===== config.mk =====
export PLATFORM = sky130hd
export DESIGN_NAME = ljw_recip
export DESIGN_NICKNAME = d
export VERILOG_FILES = /design/src/ljw_pkg.sv /design/src/ljw_recip.sv
export SDC_FILE = /design/constraint.sdc
export NUM_CORES = 2
export LEC_CHECK = 0
export ABC_AREA = 1
export BUFFER_PORTS_ARGS = -buffer_cell sky130_fd_sc_hd__buf_4
export CAP_MARGIN = 5
export CORE_ASPECT_RATIO = 2
export CORE_MARGIN = 1
export CORE_UTILIZATION = 55
export CTS_CLUSTER_SIZE = 12
export DETAILED_ROUTE_END_ITERATION = 8
export GPL_TIMING_DRIVEN = 1
export PLACE_DENSITY_LB_ADDON = 0.12
export SLEW_MARGIN = 15
export SYNTH_ARGS = -nofsm -noshare
export SYNTH_HDL_FRONTEND = slang
export SYNTH_SLANG_ARGS = --single-unit
export TNS_END_PERCENT = 20

===== constraint.sdc =====
create_clock -name clk -period 31 [get_ports clk]
set_input_delay 1.55 -clock clk [delete_from_list [all_inputs] [get_ports clk]]
set_output_delay 1.55 -clock clk [all_outputs]
set_load 0.005 [all_outputs]

===== src/ljw_pkg.sv =====
package ljw_pkg;

    // table sizes
    localparam int MAX_WALLS = 8;
    localparam int NUM_TYPES = 16;
    localparam int WALL_W    = (MAX_WALLS > 1) ? $clog2(MAX_WALLS) : 1;
    localparam int CNT_W     = $clog2(MAX_WALLS + 1);
    localparam int TYPE_W    = (NUM_TYPES > 1) ? $clog2(NUM_TYPES) : 1;

    // reciprocal unit: quotient bits, bits per stage, register stages
    localparam int QBITS   = 28;
    localparam int QSTEP   = 4;
    localparam int RCP_LAT = QBITS / QSTEP + 1;

    // float constants
    localparam logic [31:0] F_TWELVE = 32'h4140_0000;
    localparam logic [31:0] F_SIX    = 32'h40C0_0000;
    localparam logic [31:0] F_QNAN   = 32'hFFC0_0000;
    localparam logic [31:0] F_QBIT   = 32'h0040_0000;

    // item kinds on tuser
    typedef enum logic [1:0] {
        FN_PART = 2'd0,
        FN_WALL = 2'd1,
        FN_TYPE = 2'd2,
        FN_NONE = 2'd3
    } func_t;

    // configuration register indexes
    typedef enum logic [3:0] {
        CFG_CUTOFF = 4'd0,
        CFG_NWALLS = 4'd1,
        CFG_XLO    = 4'd2,
        CFG_XHI    = 4'd3,
        CFG_YLO    = 4'd4,
        CFG_YHI    = 4'd5,
        CFG_ZLO    = 4'd6,
        CFG_ZHI    = 4'd7
    } cfg_idx_t;

    function automatic logic f_isnan(input logic [31:0] a);
        return (a[30:23] == 8'hFF) && (a[22:0] != 23'd0);
    endfunction

    // leading zero count, value left aligned in 48 bits
    function automatic logic [5:0] f_clz48(input logic [47:0] v);
        logic [5:0] n;
        logic       found;
        n = 6'd0;
        found = 1'b0;
        for (int i = 47; i >= 0; i--) begin
            if (!found) begin
                if (v[i])
                    found = 1'b1;
                else
                    n = n + 6'd1;
            end
        end
        return n;
    endfunction

    // round to nearest even; sig has its leading one at bit 26
    function automatic logic [31:0] f_round(input logic s, input logic signed [11:0] e,
                                            input logic [26:0] sig, input logic stk);
        logic [26:0] m;
        logic        st;
        logic [11:0] sh;
        logic [7:0]  ef;
        logic        rnd;
        logic [30:0] mag;
        m  = sig;
        st = stk;
        ef = 8'd0;
        if (e >= 12'sd255)
            return {s, 8'hFF, 23'd0};
        if (e <= 12'sd0) begin
            sh = 12'(12'sd1 - e);
            if (sh > 12'd27)
                sh = 12'd27;
            st = st | (|(m & ((27'd1 << sh) - 27'd1)));
            m  = m >> sh;
        end else begin
            ef = e[7:0];
        end
        rnd = m[2] && (m[1] || m[0] || st || m[3]);
        mag = {ef, m[25:3]} + 31'(rnd);
        return {s, mag};
    endfunction

    function automatic logic [31:0] f_mul(input logic [31:0] a, input logic [31:0] b);
        logic               s;
        logic               a_inf, b_inf, a_zero, b_zero;
        logic [23:0]        ma, mb;
        logic signed [11:0] ea, eb, e;
        logic [47:0]        p, pn;
        logic [5:0]         lz;
        s      = a[31] ^ b[31];
        a_inf  = (a[30:0] == 31'h7F80_0000);
        b_inf  = (b[30:0] == 31'h7F80_0000);
        a_zero = (a[30:0] == 31'd0);
        b_zero = (b[30:0] == 31'd0);
        if (f_isnan(a))
            return a | F_QBIT;
        if (f_isnan(b))
            return b | F_QBIT;
        if ((a_inf && b_zero) || (b_inf && a_zero))
            return F_QNAN;
        if (a_inf || b_inf)
            return {s, 8'hFF, 23'd0};
        if (a_zero || b_zero)
            return {s, 31'd0};
        ma = {(a[30:23] != 8'd0), a[22:0]};
        mb = {(b[30:23] != 8'd0), b[22:0]};
        ea = (a[30:23] == 8'd0) ? 12'sd1 : $signed({4'd0, a[30:23]});
        eb = (b[30:23] == 8'd0) ? 12'sd1 : $signed({4'd0, b[30:23]});
        p  = ma * mb;
        lz = f_clz48(p);
        pn = p << lz;
        e  = ea + eb - 12'sd126 - $signed({6'd0, lz});
        return f_round(s, e, pn[47:21], |pn[20:0]);
    endfunction

    function automatic logic [31:0] f_add(input logic [31:0] a, input logic [31:0] b);
        logic [31:0]        x, y;
        logic [23:0]        mx, my;
        logic [7:0]         ex, ey, d;
        logic [26:0]        xs, y0, ys;
        logic [27:0]        sum, sn;
        logic [5:0]         lz;
        logic signed [11:0] e;
        if (f_isnan(a))
            return a | F_QBIT;
        if (f_isnan(b))
            return b | F_QBIT;
        if ((a[30:0] == 31'h7F80_0000) && (b[30:0] == 31'h7F80_0000) && (a[31] != b[31]))
            return F_QNAN;
        if (a[30:0] == 31'h7F80_0000)
            return a;
        if (b[30:0] == 31'h7F80_0000)
            return b;
        if ((a[30:0] == 31'd0) && (b[30:0] == 31'd0))
            return {a[31] & b[31], 31'd0};
        // larger magnitude first
        if (b[30:0] > a[30:0]) begin
            x = b;
            y = a;
        end else begin
            x = a;
            y = b;
        end
        mx = {(x[30:23] != 8'd0), x[22:0]};
        my = {(y[30:23] != 8'd0), y[22:0]};
        ex = (x[30:23] == 8'd0) ? 8'd1 : x[30:23];
        ey = (y[30:23] == 8'd0) ? 8'd1 : y[30:23];
        d  = ex - ey;
        if (d > 8'd27)
            d = 8'd27;
        xs = {mx, 3'b000};
        y0 = {my, 3'b000};
        ys = y0 >> d;
        ys[0] = ys[0] | (|(y0 & ((27'd1 << d) - 27'd1)));
        if (x[31] ^ y[31])
            sum = {1'b0, xs} - {1'b0, ys};
        else
            sum = {1'b0, xs} + {1'b0, ys};
        if (sum == 28'd0)
            return 32'd0;
        lz = f_clz48({sum, 20'd0});
        sn = sum << lz;
        e  = $signed({4'd0, ex}) + 12'sd1 - $signed({6'd0, lz});
        return f_round(x[31], e, sn[27:1], sn[0]);
    endfunction

    function automatic logic [31:0] f_sub(input logic [31:0] a, input logic [31:0] b);
        if (f_isnan(b))
            return f_add(a, b);
        return f_add(a, {~b[31], b[30:0]});
    endfunction

    // ordered less-than; false on any nan
    function automatic logic f_lt(input logic [31:0] a, input logic [31:0] b);
        logic [31:0] ka, kb;
        if (f_isnan(a) || f_isnan(b))
            return 1'b0;
        if ((a[30:0] == 31'd0) && (b[30:0] == 31'd0))
            return 1'b0;
        ka = a[31] ? ~a : {1'b1, a[30:0]};
        kb = b[31] ? ~b : {1'b1, b[30:0]};
        return ka < kb;
    endfunction

endpackage


===== src/ljw_recip.sv =====
module ljw_recip (
    input  logic        clk,
    input  logic        en,
    input  logic [31:0] x,
    output logic [31:0] y
);
    import ljw_pkg::*;

    localparam int NQS = QBITS / QSTEP;

    typedef struct packed {
        logic               spec;
        logic [31:0]        spv;
        logic               s;
        logic signed [11:0] ex;
        logic [23:0]        m;
        logic [24:0]        rem;
        logic [QBITS-1:0]   q;
    } rcp_stage_t;

    rcp_stage_t st_reg [0:NQS];
    rcp_stage_t st_next [0:NQS];

    logic [23:0]        mant;
    logic [5:0]         lz;
    logic signed [11:0] e_out;
    logic [26:0]        sig;
    logic               stk;

    // unpack, specials and normalization of subnormal inputs
    always_comb
    begin
        mant = {(x[30:23] != 8'd0), x[22:0]};
        lz   = f_clz48({mant, 24'd0});
        st_next[0].s    = x[31];
        st_next[0].spec = 1'b0;
        st_next[0].spv  = 32'd0;
        st_next[0].rem  = 25'(1) << 23;
        st_next[0].q    = '0;
        if (x[30:23] == 8'd0) begin
            st_next[0].m  = mant << lz;
            st_next[0].ex = 12'sd1 - $signed({6'd0, lz});
        end else begin
            st_next[0].m  = mant;
            st_next[0].ex = $signed({4'd0, x[30:23]});
        end
        if (f_isnan(x)) begin
            st_next[0].spec = 1'b1;
            st_next[0].spv  = x | F_QBIT;
        end else if (x[30:0] == 31'd0) begin
            st_next[0].spec = 1'b1;
            st_next[0].spv  = {x[31], 8'hFF, 23'd0};
        end else if (x[30:23] == 8'hFF) begin
            st_next[0].spec = 1'b1;
            st_next[0].spv  = {x[31], 31'd0};
        end
    end

    // restoring division steps, QSTEP quotient bits per stage
    always_comb
    begin
        for (int i = 1; i <= NQS; i++) begin
            st_next[i] = st_reg[i-1];
            for (int j = 0; j < QSTEP; j++) begin
                if (st_next[i].rem >= {1'b0, st_next[i].m}) begin
                    st_next[i].q   = {st_next[i].q[QBITS-2:0], 1'b1};
                    st_next[i].rem = st_next[i].rem - {1'b0, st_next[i].m};
                end else begin
                    st_next[i].q = {st_next[i].q[QBITS-2:0], 1'b0};
                end
                st_next[i].rem = {st_next[i].rem[23:0], 1'b0};
            end
        end
    end

    always_ff @(posedge clk)
    begin
        if (en) begin
            for (int i = 0; i <= NQS; i++)
                st_reg[i] <= st_next[i];
        end
    end

    // final normalize and round
    always_comb
    begin
        stk = (st_reg[NQS].rem != 25'd0);
        if (st_reg[NQS].q[QBITS-1]) begin
            e_out = 12'sd254 - st_reg[NQS].ex;
            sig   = st_reg[NQS].q[QBITS-1:1];
            stk   = stk | st_reg[NQS].q[0];
        end else begin
            e_out = 12'sd253 - st_reg[NQS].ex;
            sig   = st_reg[NQS].q[QBITS-2:0];
        end
        if (st_reg[NQS].spec)
            y = st_reg[NQS].spv;
        else
            y = f_round(st_reg[NQS].s, e_out, sig, stk);
    end

endmodule


* Yosys cells after proc, flatten, opt, wreduce, memory -nomap -nowiden
Memories as Yosys holds them, arrays and structs flattened.
Index checks and enable logic that the tools add are counted.
** Storage, ports and cells
- Register bits :: 0
- Bits in writable memories :: 976
- Bits of input ports :: 34
- Output and inout bits :: 32
- Logic and storage cells :: 332
- Memories :: 1
** Memory list
- st_reg :: words 8, bits a word 122, rd ports 8, clocked after memory_dff 0, write ports 8, RTL line ljw_recip.sv:21 : rcp_stage_t st_reg [0:NQS];
** Operators by class
- $add $sub $neg :: 81
- Magnitude comparators :: 31
- Eq/ne operators :: 1
- Shift-type cells :: 3
- Multiplexer cells :: 201
- Bitwise operators :: 3
- Reduce and logical (&&, ||, !) cells :: 11
** Operator list (count)
- greater-or-equal comparator 25 x 24 -> 1 bit :: 28
- 2-to-1 mux 24 bit :: 28
- subtractor 24 bit :: 28
- 2-to-1 mux 6 bit :: 70
- adder 6 x 1 -> 6 bit (second input constant) :: 47
- 2-to-1 mux 33 bit :: 3
- 2-to-1 mux 32 bit :: 3
- 2-to-1 mux 1 bit :: 84
- 2-to-1 mux 26 bit :: 3
- 2-to-1 mux 12 bit :: 5
- 2-to-1 mux 36 bit :: 1
- adder 31 x 1 -> 31 bit :: 1
- zero test 31 bit :: 1
- AND 27 bit :: 1
- 2-to-1 mux 27 bit :: 1
- OR reduction 27 bit :: 1
- left shift 1 x 12 -> 27 bit (first input constant) :: 1
- >> shifter 27 x 12 -> 26 bit :: 1
- subtractor 27 x 1 -> 27 bit (second input constant) :: 1
- nonzero test 25 bit :: 1
- 2-to-1 mux 8 bit :: 3
- left shift 24 x 6 -> 24 bit :: 1
- subtractor 9 x 12 -> 12 bit (first input constant) :: 2
- nonzero test 23 bit :: 1
- 11 further kinds :: 15

* Logic depth before layout (Yosys ltp)
- Depth after elaboration :: 121
- Mapped depth :: 112
- Gate-level depth less buffers :: 107

* Least setup slack after synthesis
OpenSTA, ideal clock, no wires.
- Path kind :: register -> register
- Start point :: memory st_reg[0][419] (netlist name)
- End point :: memory st_reg[1][29] (netlist name) (data pin)
- Library setup time :: 265 ps
- Arrival :: 14427 ps
- Required time :: 30735 ps
- Setup slack :: 16308 ps
- Stages on the path, launching flop included :: 109
- Path buffers :: 4
- Period minus slack after synthesis :: 14692 ps
- Path through :: edfxtp_1 inv_1 ha_1 nand3_1 nand2_1 a21oi_1 o21bai_1 a21o_1 a21oi_1 o21ai_0 nand4_1 nand2_1 a21oi_1 o21bai_1 a21oi_1 o21ai_0 a21o_1 a21oi_1 (+73 left out) o21bai_1 a21oi_1 o21bai_1 nand2_1 nand2_1 a21oi_1 o21bai_1 nand2_1 nand2_1 nand3_1 nand2_1 nand3_1 nand2_1 a221oi_1 nand2_1 clkinv_1 clkbuf_1 o21ai_0
** RTL lines (RTL line)
- start: declaration :: ljw_recip.sv:21

==> summary.md <==
| Metric | Value |
|---|---|
| Top-area cell type share of the netlist area | `0.3675` |
| GRT Util Overall | `0.3301` |
| Seq cells post-synth | `792` |
| Sequential share of the synthesized area | `0.3675` |
| DRT Pass-1 Iters | `9` |
| Final WS setup | `10,650 ps` |
| Area growth, synth to finish | `7.154%` |
| Multi-input logic area | `about 37,000 um^2` |
| Dpl hpwl | `roughly 160 mm` |
| CTS buffer count | `82` |
| Crit path required time | `31,390 ps` |
| Worst Setup End Kind | `register` |
| Fmax | `49.14 MHz` |
| CTS Hold Buffers Added | `0` |
| Largest family of logic cells by synthesized area | `simple AND/OR/NAND/NOR gates` |
| Simple-Gate Fraction of Synth Area | `0.1951` |
| FFs w/ async S/R, synth | `0` |
| Yosys top cell by area | `edfxtp_1` |
| Gp weighted congestion | `slightly below 1` |
| Worst setup SP type | `register` |
| Compound-Gate Fraction of Synth Area | `0.1612` |
| Sink Count | `792` |
| Die H | `487.1 um` |
| Layout Skew | `46.46 ps` |
| Width of the die | `244.6 um` |
| Vias in the first global route | `55,970` |
| Period utilization | `0.6564` |
| Die area | `119,100 um^2` |
| Final-stage net count | `8,713` |
| CP Class | `reg2reg` |
| DP Worst Slack | `11,070 ps` |
| Slew Limit Headroom | `0.2259` |
| CP max stage cell | `a21oi_1` |
| CTS Buffer Depth | `3` |
| Slew Viols, Final | `0` |
| RSZ-0062 raised after global routing | `false` |
| TritonCTS clock tree | `done` |
| Htree depth | `3` |
| Global route total overflow | `0` |
| Post-route insts no fill | `9,568` |
| Critical Path Max Stage Delay | `~800 ps` |
| Cell Rows | `177` |
| CP Max Fanout | `47` |
| Mapped Nets | `8,704` |
| Dominant cell by count in the synthesized netlist | `nand2_1` |
| Core area | `116,500 um^2` |
| Post-synth top cells | `nand2_1, o21ai_0, inv_1, edfxtp_1, a21oi_1` |
| Setup TNS | `0 ps` |
| Share of cells above drive strength 1 | `0.04512` |
| Drt total wl | `198.8 mm` |
| Final Setup Violations | `0` |
| Sequential cell area | `23,780 um^2` |
| Final Critical Period | `approximately 20,000 ps` |
| Pin count of the biggest net entering global routing | `between 200 and 250` |
| Starting Density | `0.5555` |
| Post-Synth XOR/XNOR Area | `0.08350` |
| Via Count | `56,330` |
| Antenna Nets Post-Route | `0` |
| I/O Buffers | `65` |
| DRC Markers | `1` |
| Initial antenna violation count | `3` |
| Syn Inst Count | `8,004` |
| Clock Latency Late Sink | `710 ps` |
| Layout fillers | `10,695` |
| Max reg flops | `792` |
| Drt wl/cell | `20.78 um` |
| Max-cap violation count | `0` |
| Placed Cells | `9,450` |
| First-pass GRT wire length | `about 300 mm` |
| Mux contribution to synthesized area | `0.002320` |
| Min-Delay Path Class | `reg2reg` |
| Post_cts resized | `0` |
| Adder-cell share of the synthesized area | `0.1295` |
| Hold Fails Final Rpt | `0` |
| Largest cells by area after synthesis | `edfxtp_1, ha_1, nand2_1` |
| EDFF count, synth | `792` |
| DRT iter0 DRCs | `around 3,200` |
| Worst Path Arrival | `slightly above 20,000 ps` |
| Synth unique cells | `73` |
| Mapped cell area | `~65,000 um^2` |
| Cell mode on critical path | `a21oi_1` |
| Ys Warns | `0` |
| Main synth FF type | `edfxtp_1` |
| Status | `finished with violations` |
| Failing checks | `DRC` |
| CTS root buffer | `clkbuf_16` |
| Avg Cell Area, Syn | `a little over 8 um^2` |
| Top-Level Pins | `66` |
| CTS clk-pin slew, worst paths | `60 ps` |
| Post-DR vias/cell | `between 5 and 6` |
| Least-Margin Pin Slew | `1149 ps` |
| Setup bufs post-CTS | `0` |
-- final cells by class --
class,count,area share
Sequential cell,792,0.3430
Clock inverter,28,0.006694
Antenna cell,2,0.00007217
Tap cell,1521,0.02744
Multi-Input combinational cell,6169,0.5340
Timing Repair Buffer,115,0.01274
Inverter,853,0.04617
Clock buffer,88,0.02992
-- worst paths after layout --
| check | cells after the start | from | to | slack (ps) |
|---|---|---|---|---|
| worst max-delay path | 104 | st_reg[0][420] | st_reg[1][42] | 10650 |
| worst min-delay path | 0 | st_reg[1][138] | st_reg[1][264] | 370 |
| worst max register to register | 104 | st_reg[0][420] | st_reg[1][42] | 10650 |
| worst min register to register | 0 | st_reg[1][138] | st_reg[1][264] | 370 |
-- metal layers --
metal	vias to the layer above	GRT usage	wire length (um)
li1	27675	-	-
met1	26065	0.2806	61980
met2	1730	0.6327	105700
met3	858	0.04188	7771
met4	2	0.3365	23360
met5	-	0	10
-- logic make-up after synthesis --
family	Yosys count
simple gates	2977
compound gates	1894
buf+inv	1043
flops	792
fa+ha+maj	666
xor+xnor	617
mux	15
-- layout by cell type (no fill, tap or decap), types with 7 or more instances in the layout --
cell type  Yosys  final
o21ai_1       33     35
or2_2         37     37
a32o_1         9      9
nor2_8         7      7
ha_1         660    660
buf_4          1    113
a221o_1       32     32
inv_2         27     27
xnor2_1      324    324
nand2_4        7      7
o211ai_1      20     20
o22ai_1       12     12
a221oi_1      12     12
clkbuf_16      0     82
mux2i_1       15     15
a211oi_1      19     19
a31oi_1       28     28
xor2_1       293    293
edfxtp_1     792    792
a21oi_1      727    726
clkinv_1      22     28
o21ai_0      813    811
nand2_1     1725   1725
nor3_1        70     70
o21a_1         8      8
nand4_1       71     71
nand3_1      396    395
nor4_1        49     48
o31ai_1       21     21
nand3b_1       9      9
nand2_2       24     24
nor2_1       542    538
inv_1        804    804
a21o_1        34     34
nand3_2       14     15
nor2_2         4      8
o21bai_1      77     77
-- worst max-delay path: cells and delay by family, from the launching register on --
kind / cells / cell delay [ps]
buf+inv: 10 / 1970
flops: 1 / 380
fa+ha+maj: 4 / 1290
compound gates: 64 / 13310
simple gates: 26 / 2990
-- through the flow --
step / hold WS (ps) / area (um^2) / utilization
4_1_cts: 371.6 / 69330 / 0.5952
6_report: 370.3 / 69340 / 0.5953
2_1_floorplan: 400.3 / 64710 / -
3_3_place_gp: 400.3 / 66790 / 0.5734
3_5_place_dp: 404.5 / 66790 / 0.5734
5_1_grt: 391.6 / 69340 / 0.5953
Power is left out: the tool's default activity adds up to more than one toggle a clock period on the data nets, which glitch-free logic cannot reach.
